<file path="src/rtl/core/dnv_pkg.sv">
package dnv_pkg;

    // Character codes the rules care about
    localparam logic [7:0] CHAR_DOT  = 8'h2E;
    localparam logic [7:0] CHAR_DASH = 8'h2D;

    // A segment needs at least this many bytes; the counter saturates here
    localparam logic [1:0] SEG_MIN = 2'd3;

    // Total length saturates here, above any legal max_length
    localparam logic [8:0] TOTAL_CAP = 9'd511;

    // Register indexes (word address bit)
    localparam logic REG_MIN_LENGTH = 1'b0;
    localparam logic REG_MAX_LENGTH = 1'b1;

    typedef struct packed {
        logic [7:0] min_length;
        logic [7:0] max_length;
    } dnv_cfg_t;

    function automatic logic is_lower(input logic [7:0] c);
        is_lower = (c inside {[8'h61:8'h7A]});
    endfunction

    function automatic logic is_digit(input logic [7:0] c);
        is_digit = (c inside {[8'h30:8'h39]});
    endfunction

endpackage

</file>
<file path="src/rtl/core/dnv_cfg.sv">
module dnv_cfg
    import dnv_pkg::*;
(
    input  logic        clk,
    input  logic        rst_n,
    input  logic        psel,
    input  logic        penable,
    input  logic        pwrite,
    input  logic [2:0]  paddr,
    input  logic [31:0] pwdata,
    output logic [31:0] prdata,
    output logic        pready,
    output dnv_cfg_t    cfg
);

    logic [7:0] min_length_reg;
    logic [7:0] max_length_reg;
    logic       wr_en;

    assign pready = 1'b1;
    assign wr_en  = psel && penable && pwrite;

    // Byte offset bits are ignored; paddr[2] selects the register
    always_ff @(posedge clk or negedge rst_n)
    begin
        if (!rst_n)
        begin
            min_length_reg <= 8'd3;
            max_length_reg <= 8'd16;
        end
        else if (wr_en)
        begin
            if (paddr[2] == REG_MIN_LENGTH)
            begin
                min_length_reg <= pwdata[7:0];
            end
            else
            begin
                max_length_reg <= pwdata[7:0];
            end
        end
    end

    always_comb
    begin
        if (paddr[2] == REG_MIN_LENGTH)
        begin
            prdata = {24'd0, min_length_reg};
        end
        else
        begin
            prdata = {24'd0, max_length_reg};
        end
    end

    assign cfg.min_length = min_length_reg;
    assign cfg.max_length = max_length_reg;

endmodule

</file>
<file path="src/rtl/core/dnv_check.sv">
module dnv_check
    import dnv_pkg::*;
(
    input  logic       clk,
    input  logic       rst_n,
    input  logic       step,
    input  logic [7:0] char_byte,
    input  logic       last_byte,
    input  dnv_cfg_t   cfg,
    output logic       name_valid
);

    logic [1:0] seg_len_reg;
    logic [1:0] seg_len_next;
    logic       prev_alnum_reg;
    logic       prev_alnum_next;
    logic       still_ok_reg;
    logic       still_ok_next;
    logic [8:0] total_reg;
    logic [8:0] total_next;

    logic [8:0] total_inc;
    logic [1:0] seg_a;
    logic       prev_a;
    logic       ok_a;
    logic       ok_f;
    logic       alnum;
    logic       bad;

    always_comb
    begin
        total_inc = (total_reg == TOTAL_CAP) ? TOTAL_CAP : total_reg + 9'd1;
        alnum     = is_lower(char_byte) || is_digit(char_byte);
        bad       = 1'b0;
        if (char_byte == CHAR_DOT)
        begin
            // dot closes the segment
            ok_a   = still_ok_reg && (seg_len_reg == SEG_MIN) && prev_alnum_reg;
            seg_a  = 2'd0;
            prev_a = 1'b0;
        end
        else
        begin
            if (seg_len_reg == 2'd0)
            begin
                bad = !is_lower(char_byte);
            end
            else
            begin
                bad = !alnum && (char_byte != CHAR_DASH);
            end
            ok_a   = still_ok_reg && !bad;
            seg_a  = (seg_len_reg == SEG_MIN) ? SEG_MIN : seg_len_reg + 2'd1;
            prev_a = alnum;
        end

        // closing the final segment and checking the length bounds
        ok_f       = ok_a && (seg_a == SEG_MIN) && prev_a;
        name_valid = ok_f && (total_inc >= {1'b0, cfg.min_length})
                          && (total_inc <= {1'b0, cfg.max_length});

        if (last_byte)
        begin
            seg_len_next    = 2'd0;
            prev_alnum_next = 1'b0;
            still_ok_next   = 1'b1;
            total_next      = 9'd0;
        end
        else
        begin
            seg_len_next    = seg_a;
            prev_alnum_next = prev_a;
            still_ok_next   = ok_a;
            total_next      = total_inc;
        end
    end

    always_ff @(posedge clk or negedge rst_n)
    begin
        if (!rst_n)
        begin
            seg_len_reg    <= 2'd0;
            prev_alnum_reg <= 1'b0;
            still_ok_reg   <= 1'b1;
            total_reg      <= 9'd0;
        end
        else if (step)
        begin
            seg_len_reg    <= seg_len_next;
            prev_alnum_reg <= prev_alnum_next;
            still_ok_reg   <= still_ok_next;
            total_reg      <= total_next;
        end
    end

endmodule

</file>
<file path="src/rtl/core/dotted_name_validator.sv">
// dotted_name_validator: checks a dotted name, one byte per request.
// The verdict is registered as the final byte leaves the input register.
// Throughput: one byte per cycle; input stalls only while a final byte waits
// behind a verdict that the sink has not yet taken.
// Reset (rst_n, async, active low): pipeline empty, name state cleared,
// min_length = 3, max_length = 16.
module dotted_name_validator
    import dnv_pkg::*;
(
    input  logic        clk,
    input  logic        rst_n,

    // APB-style register port
    input  logic        psel,
    input  logic        penable,
    input  logic        pwrite,
    input  logic [2:0]  paddr,
    input  logic [31:0] pwdata,
    output logic [31:0] prdata,
    output logic        pready,

    // byte stream in
    input  logic        in_valid,
    output logic        in_stall,
    input  logic [7:0]  char_byte,
    input  logic        last_byte,

    // verdict out
    output logic        out_valid,
    input  logic        out_stall,
    output logic        name_valid
);

    dnv_cfg_t   cfg;

    // input register
    logic       s1_valid_reg;
    logic       s1_valid_next;
    logic [7:0] s1_char_reg;
    logic       s1_last_reg;

    // output register
    logic       out_valid_reg;
    logic       out_valid_next;
    logic       name_valid_reg;

    logic       verdict;
    logic       advance;
    logic       in_take;

    dnv_cfg u_cfg (
        .clk     (clk),
        .rst_n   (rst_n),
        .psel    (psel),
        .penable (penable),
        .pwrite  (pwrite),
        .paddr   (paddr),
        .pwdata  (pwdata),
        .prdata  (prdata),
        .pready  (pready),
        .cfg     (cfg)
    );

    // Name state only moves when the held byte leaves the input register.
    dnv_check u_check (
        .clk        (clk),
        .rst_n      (rst_n),
        .step       (advance),
        .char_byte  (s1_char_reg),
        .last_byte  (s1_last_reg),
        .cfg        (cfg),
        .name_valid (verdict)
    );

    // A non-final byte produces no verdict, so it always moves on. A final
    // byte needs the output register free, or being emptied this cycle.
    assign advance  = s1_valid_reg && (!s1_last_reg || !out_valid_reg || !out_stall);
    assign in_stall = s1_valid_reg && !advance;
    assign in_take  = in_valid && !in_stall;

    always_comb
    begin
        s1_valid_next = in_take || (s1_valid_reg && !advance);

        out_valid_next = out_valid_reg;
        if (out_valid_reg && !out_stall)
        begin
            out_valid_next = 1'b0;
        end
        if (advance && s1_last_reg)
        begin
            out_valid_next = 1'b1;
        end
    end

    always_ff @(posedge clk or negedge rst_n)
    begin
        if (!rst_n)
        begin
            s1_valid_reg  <= 1'b0;
            out_valid_reg <= 1'b0;
        end
        else
        begin
            s1_valid_reg  <= s1_valid_next;
            out_valid_reg <= out_valid_next;
        end
    end

    // payload registers, no reset
    always_ff @(posedge clk)
    begin
        if (in_take)
        begin
            s1_char_reg <= char_byte;
            s1_last_reg <= last_byte;
        end
        if (advance && s1_last_reg)
        begin
            name_valid_reg <= verdict;
        end
    end

    assign out_valid  = out_valid_reg;
    assign name_valid = name_valid_reg;

endmodule
</file>
<file path="config.mk">
export PLATFORM = sky130hd
export DESIGN_NAME = dotted_name_validator
export DESIGN_NICKNAME = d
export VERILOG_FILES = /design/src/rtl/core/dnv_pkg.sv /design/src/rtl/core/dnv_cfg.sv /design/src/rtl/core/dnv_check.sv /design/src/rtl/core/dotted_name_validator.sv
export SDC_FILE = /design/constraint.sdc
export NUM_CORES = 1
export LEC_CHECK = 0
export ABC_CLOCK_PERIOD_IN_PS = 3400
export BUFFER_PORTS_ARGS = -buffer_cell sky130_fd_sc_hd__buf_2
export CAP_MARGIN = 30
export CORE_ASPECT_RATIO = 0.9
export CORE_UTILIZATION = 51
export DETAILED_ROUTE_END_ITERATION = 8
export PLACE_DENSITY = 0.79
export SLEW_MARGIN = 5
export SYNTH_ARGS = -nofsm -noshare
export SYNTH_HDL_FRONTEND = slang
export SYNTH_SLANG_ARGS = --single-unit
</file>
<file path="constraint.sdc">
create_clock -name clk -period 3.4 [get_ports clk]
set_clock_uncertainty 0.2 [all_clocks]
set_input_delay 0.17 -clock clk [delete_from_list [all_inputs] [get_ports clk]]
set_output_delay 0.17 -clock clk [all_outputs]
set_load 0.01 [all_outputs]
</file>
# ---- After elaboration in Yosys (flattened, before gate mapping)
# Index checks and enable logic that the tools add are counted.
dict set report classes {
  add_sub_neg 2
  n_eq_ne 5
  n_bitwise 1
  order_cmp 6
  reduce_logical 33
  muxes 14
}
# op count
set op_table {}
lappend op_table {{two-way mux 9 bit} 2}
lappend op_table {{logical AND 1 bit} 17}
lappend op_table {{adder 9 x 1 -> 9 bit (second input constant)} 1}
lappend op_table {{equality test 9 bit (second input constant)} 1}
lappend op_table {{greater-or-equal comparator 9 x 8 -> 1 bit} 1}
lappend op_table {{<= comparator 9 x 8 -> 1 bit} 1}
lappend op_table {{equality test 8 x 6 -> 1 bit (second input constant)} 1}
lappend op_table {{greater-or-equal comparator 8 x 6 -> 1 bit (second input constant)} 1}
lappend op_table {{greater-or-equal comparator 8 x 7 -> 1 bit (second input constant)} 1}
lappend op_table {{<= comparator 8 x 6 -> 1 bit (second input constant)} 1}
lappend op_table {{<= comparator 8 x 7 -> 1 bit (second input constant)} 1}
lappend op_table {{logical NOT 1 bit} 8}
lappend op_table {{two-way mux 1 bit} 8}
lappend op_table {{two-way mux 8 bit} 1}
lappend op_table {{!= test 8 x 6 -> 1 bit (second input constant)} 1}
lappend op_table {{two-way mux 2 bit} 3}
lappend op_table {{equality test 2 bit (second input constant)} 2}
lappend op_table {{logical OR 1 bit} 4}
lappend op_table {{AND reduction 2 bit} 2}
lappend op_table {{adder 2 x 1 -> 2 bit (second input constant)} 1}
lappend op_table {{logical NOT 2 bit} 1}
lappend op_table {{nonzero test 2 bit} 1}
lappend op_table {{inverter 1 bit} 1}
dict set report totals {
  wordCells 72
  regBits 41
  output_inout_bits 36
  inputBits 51
}

# ---- Depth between registers and ports, before layout
dict set report depth {
  depth_word 14
  mapped_depth 12
  depth_no_buf 11
}

# ---- By module
# From an unflattened synthesis, not the netlist that was laid out.
dict set report unflattened {
  hier_cells 244
  area_unflattened_um2 2605.0
}
# mod instances cells_per_inst area_each_um2 seq_area_each_um2
set by_module_without_submodules {}
lappend by_module_without_submodules {dnv_check 1 152 1273.7 326.6}
lappend by_module_without_submodules {dnv_cfg 1 70 925.9 404.1}
lappend by_module_without_submodules {dotted_name_validator 1 22 405.4 350.3}

# ---- Least setup slack after synthesis
# Ideal clock, no wire load.
dict set report synth_timing {
  path_kind {register to register}
  start {register u_check.total_reg[0]}
  end {register name_valid_reg, in the netlist name_valid, data pin}
  t_arrival_ns 2.138
  path_stages_with_launch 12
  path_buffers 0
  setup_ns 0.261
  t_required_ns 2.939
  path_slack_ns 0.801
  period_less_slack_ns 2.599
  cell_sequence {dfrtp_1 ha_1 nand3_2 nor2_4 nand3_4 and2_4 ha_1 nand2b_1 a21o_1 a211oi_1 o31a_1 a211oi_1}
}
dict set report synth_via {
  elab_chain_len 5
  elab_cells_between_ends 7
  cone_classes {add/sub: 1; order compare: 2; eq/ne: 1; mux: 1; reduce/logical: 2}
}
# item line
set synth_rtl {}
lappend synth_rtl {{start, declared} dnv_check.sv:19} ;# logic [8:0] total_reg;
lappend synth_rtl {{start signal, assigned} dnv_check.sv:92} ;# total_reg <= total_next;
lappend synth_rtl {{adder 9 x 1 -> 9 bit or equality test 9 bit (tied branches)} dnv_check.sv:32} ;# total_inc = (total_reg == TOTAL_CAP) ? TOTAL_CAP : total_reg + 9'd1;
lappend synth_rtl {{two-way mux 9 bit (*)} dnv_check.sv:32}
lappend synth_rtl {{greater-or-equal comparator 9 x 8 -> 1 bit} dnv_check.sv:59} ;# name_valid = ok_f && (total_inc >= {1'b0, cfg.min_length})
lappend synth_rtl {{logical AND 1 bit} dnv_check.sv:59}
lappend synth_rtl {{logical AND 1 bit (*)} dnv_check.sv:60} ;# && (total_inc <= {1'b0, cfg.max_length});
lappend synth_rtl {{net u_check.name_valid} dnv_check.sv:10} ;# output logic name_valid
lappend synth_rtl {{end signal, assigned} dotted_name_validator.sv:120} ;# name_valid_reg <= verdict;
lappend synth_rtl {{end, declared} dotted_name_validator.sv:45} ;# logic name_valid_reg;
# The timed path passes the listed nets; every way through them passes the cells marked *.
# A chain may end at the register's enable or synchronous reset.

# ---- Final worst setup path
# Ends and elaborated chain as after synthesis.

==> metrics.md <==
| Metric | Value |
|---|---|
| Slowest stage cell on the critical path | dfrtp_1 |
| Global route overflow | 0 |
| Post-synth EDFFs | 10 |
| WL per Instance | 12.55 µm |
| CTS tree | built |
| Root buffer cell | clkbuf_8 |
| Max incr delay on CP | 0.41 ns |
| Num rows | 24 |
| Initial DRC Count | 144 |
| FF-to-FF End | name_valid |
| Hold_buf cts | 20 |
| Die height | 69.41 µm |
| Max-cap violations | 0 |
| Nets@finish | 373 |
| Number of vias per cell | 5.221 |
| Synthesized area per cell | 10.18 µm² |
| Vias | 1,937 |
| Ys Warns | 0 |
| Routability Congestion | 0.8099 |
| Crit start category | flop |
| Top post-synthesis cells by area | dfrtp_1, edfxtp_1, ha_1, mux2_2, buf_4 |
| Worst-Skew Late Latency | 0.29 ns |
| Share of cells above drive strength 1 | 24.18% |
| Drt pass-1 iters | 6 |
| Post-synth top area cell | dfrtp_1 |
| WP buf/inv | 0 |
| Worst hold path class | input port to async pin |
| Levels on crit path | 11 |
| Worst R2R Start | u_check.total_reg[0] |
| Post-CTS setup buffer count | 0 |
| Crit path required time | 3.24 ns |
| Crit path setup slack, layout | 0.4024 ns |
| GRT Overall Usage | 18.32% |
| Synth Instances | 253 |
| Clock-pin slew of the registers on the worst-case setup and hold paths | 0.09 ns |
| Clock Tree Buf Depth | 2 |
| Cell area power density | 437.0 nW/µm² |
| Power share of the clock group | 25.4% |
| Logic pwr share | 26.1% |
| Worst R2R Setup Slack | 0.40 ns |
| Maximum VDD drop | 300.2 µV |
| Pin count of the biggest net entering global routing | 32 |
| RSZ-0062 raised after global routing | no |
| Clock sink total | 41 |
| Final worst path period share | 88.17% |
| Fmax | 0.3336 GHz |
| Worst EP arrival | 2.84 ns |
| Worst Setup SP | u_check.total_reg[0] |
| Max reg flops | 9 |
| Vias in the first global route | 1,717 |
| PortBufs | 35 |
| Worst-path cell chain | ha_1, nand3_2, nor2_4, nand3_4, and2_4, ha_1, nand2b_1, a21o_1, a211oi_1, o31a_1, a211oi_1 |
| Status | finished with violations |
| Switching power | 0.4094 mW |
| Final Hold Fails | 0 |
| H-tree depth | 2 |
| Worst R2R Path Depth | 11 |
| Starting density of the core | 52.93% |
| Lkg Pwr | 1.440 nW |
| Min Hold Slack | 0.2580 ns |
| Yosys top cell area share | 26.24% |
| CTS Buf Count | 5 |
| Core area | 4865 µm² |
| Placement Setup Slack | 0.4476 ns |
| Antenna Violating Nets Remaining | 0 |
| Post-Route WL | 4.655 mm |
| Switching part of the total | 31.41% |
| Post-synthesis sequential area ratio | 41.98% |
| Setup TNS Final | 0 ns |
| Failing checks | DRC |
| Area growth from synthesis to layout | 15.84% |
| Worst-margin pin slew | 0.6907 ns |
| Initial antenna violation count | 0 |
| Distinct cells, synth | 51 |
| Worst path top cell family by delay | simple AND/OR/NAND/NOR gates |
| Die area | 5338 µm² |
| #FFs+latches synth | 41 |
| Ys flop type | dfrtp_1 |
| Synthesized cell area | 2575 µm² |
| Slew margin rel. | 53.96% |
| Num ports | 87 |
| # diodes | 0 |
| Max-slew violations | 0 |
| CP max FO | 16 |
| # setup viols final | 0 |
| Period minus WS final | 2.998 ns |
| Post-CTS sizing | 0 |
| Cell internal pwr | 0.8940 mW |
| Crit end category | flop |
| First-pass GRT wire length | 7.817 mm |
| Synth async-reset ratio | 75.61% |
| Setup CP Type | flop to flop |
| Post-DP HPWL | 3.313 mm |
| Sequential power share | 48.5% |
| Die X-Extent | 76.90 µm |
| DRC violations left | 1 |
[per-stage QoR]
stage	util [%]	cell area, µm²	cells	total power [mW]
floorplan	-	2661	276	0.8850
global placement	55.27	2689	343	0.9479
detailed placement	55.27	2689	343	0.9619
CTS	61.32	2983	371	1.313
global route	61.32	2983	371	1.391
finish	61.32	2983	371	1.303
[final cells by class]
cell class	instances	area (µm²)
clock inverters	3	25.02
well taps	65	81.33
flip-flops and latches	41	1081
clock buffers	5	68.82
inverters	19	71.32
fillers	420	1882
repair buffers	55	375.4
multi-input cells	183	1280
[layer usage]
metal / routed length (µm) / GRT usage (%) / up-vias
li1: - / - / 958
met1: 2265 / 26.05 / 915
met2: 2172 / 29.27 / 62
met3: 189 / 3.289 / 2
met4: 27 / 3.846 / 0
met5: 0 / 0 / -
[synth_stat cells, types with 5 or more instances]
library cell,instances
buf_4,25
a21oi_1,11
mux2_2,18
edfxtp_1,10
o21ai_0,17
a21o_1,6
nand3_1,7
nor2_1,5
inv_1,19
ha_1,17
dfrtp_1,27
nand2_1,19
[worst max path at each step]
stage | to | slack, ns
after CTS | name_valid | 0.43
after floorplan | name_valid | 0.80
after global placement | name_valid | 0.47
after global routing | name_valid | 0.25
after detailed placement | name_valid | 0.45
final | name_valid | 0.40
[kinds of logic (layout without fill, tap and decap cells)]
family / count (synthesis) / count (layout) / share of synthesized area [%]
buffers and inverters: 52 / 82 / 11.66
muxes: 18 / 18 / 7.872
DFF: 41 / 41 / 41.98
AOI/OAI and AO/OA: 62 / 62 / 15.89
xor gates and xnor gates: 4 / 4 / 1.361
other: 2 / 25 / 0.2917
adders and majority gates: 17 / 17 / 8.260
and+or+nand+nor: 57 / 57 / 12.68
[worst reg2reg max path, cell delays in order, from the launching register on]
cell,delay [ns]
dfrtp_1,0.41
ha_1,0.28
nand3_2,0.14
nor2_4,0.20
nand3_4,0.20
and2_4,0.24
ha_1,0.26
nand2b_1,0.14
a21o_1,0.18
a211oi_1,0.29
o31a_1,0.17
a211oi_1,0.06
[placed cells by master, fill, tap and decap left out, types with 2 or more instances in the layout]
cell type and count:
dfrtp_1 27, edfxtp_1 10, buf_2 35, ha_1 17, o21ai_0 17, nand2b_1 3
nor2_1 5, a211oi_1 3, a21o_1 6, dfstp_2 4, o22ai_1 3, dlygate4sd3_1 20
a41oi_1 2, conb_1 25, nand3_2 2, a21oi_1 11, clkbuf_8 5, a31oi_1 4
a22o_1 3, and3_1 2, and2_1 3, nor2b_1 2, nand2_1 19, xnor2_1 3
o22a_1 3, mux2_2 18, inv_1 19, nand3_1 7, nand4_1 4
[power groups by stage]
stage          Clock, mW  Combinational (mW)  Sequential (mW)
2_1_floorplan          0               0.262            0.623
3_3_place_gp           0               0.310            0.638
3_5_place_dp           0               0.320            0.641
4_1_cts            0.339               0.342            0.632
5_1_grt            0.363               0.384            0.644
6_report           0.331               0.340            0.633
No activity file was read; power rests on OpenSTA's default activity.
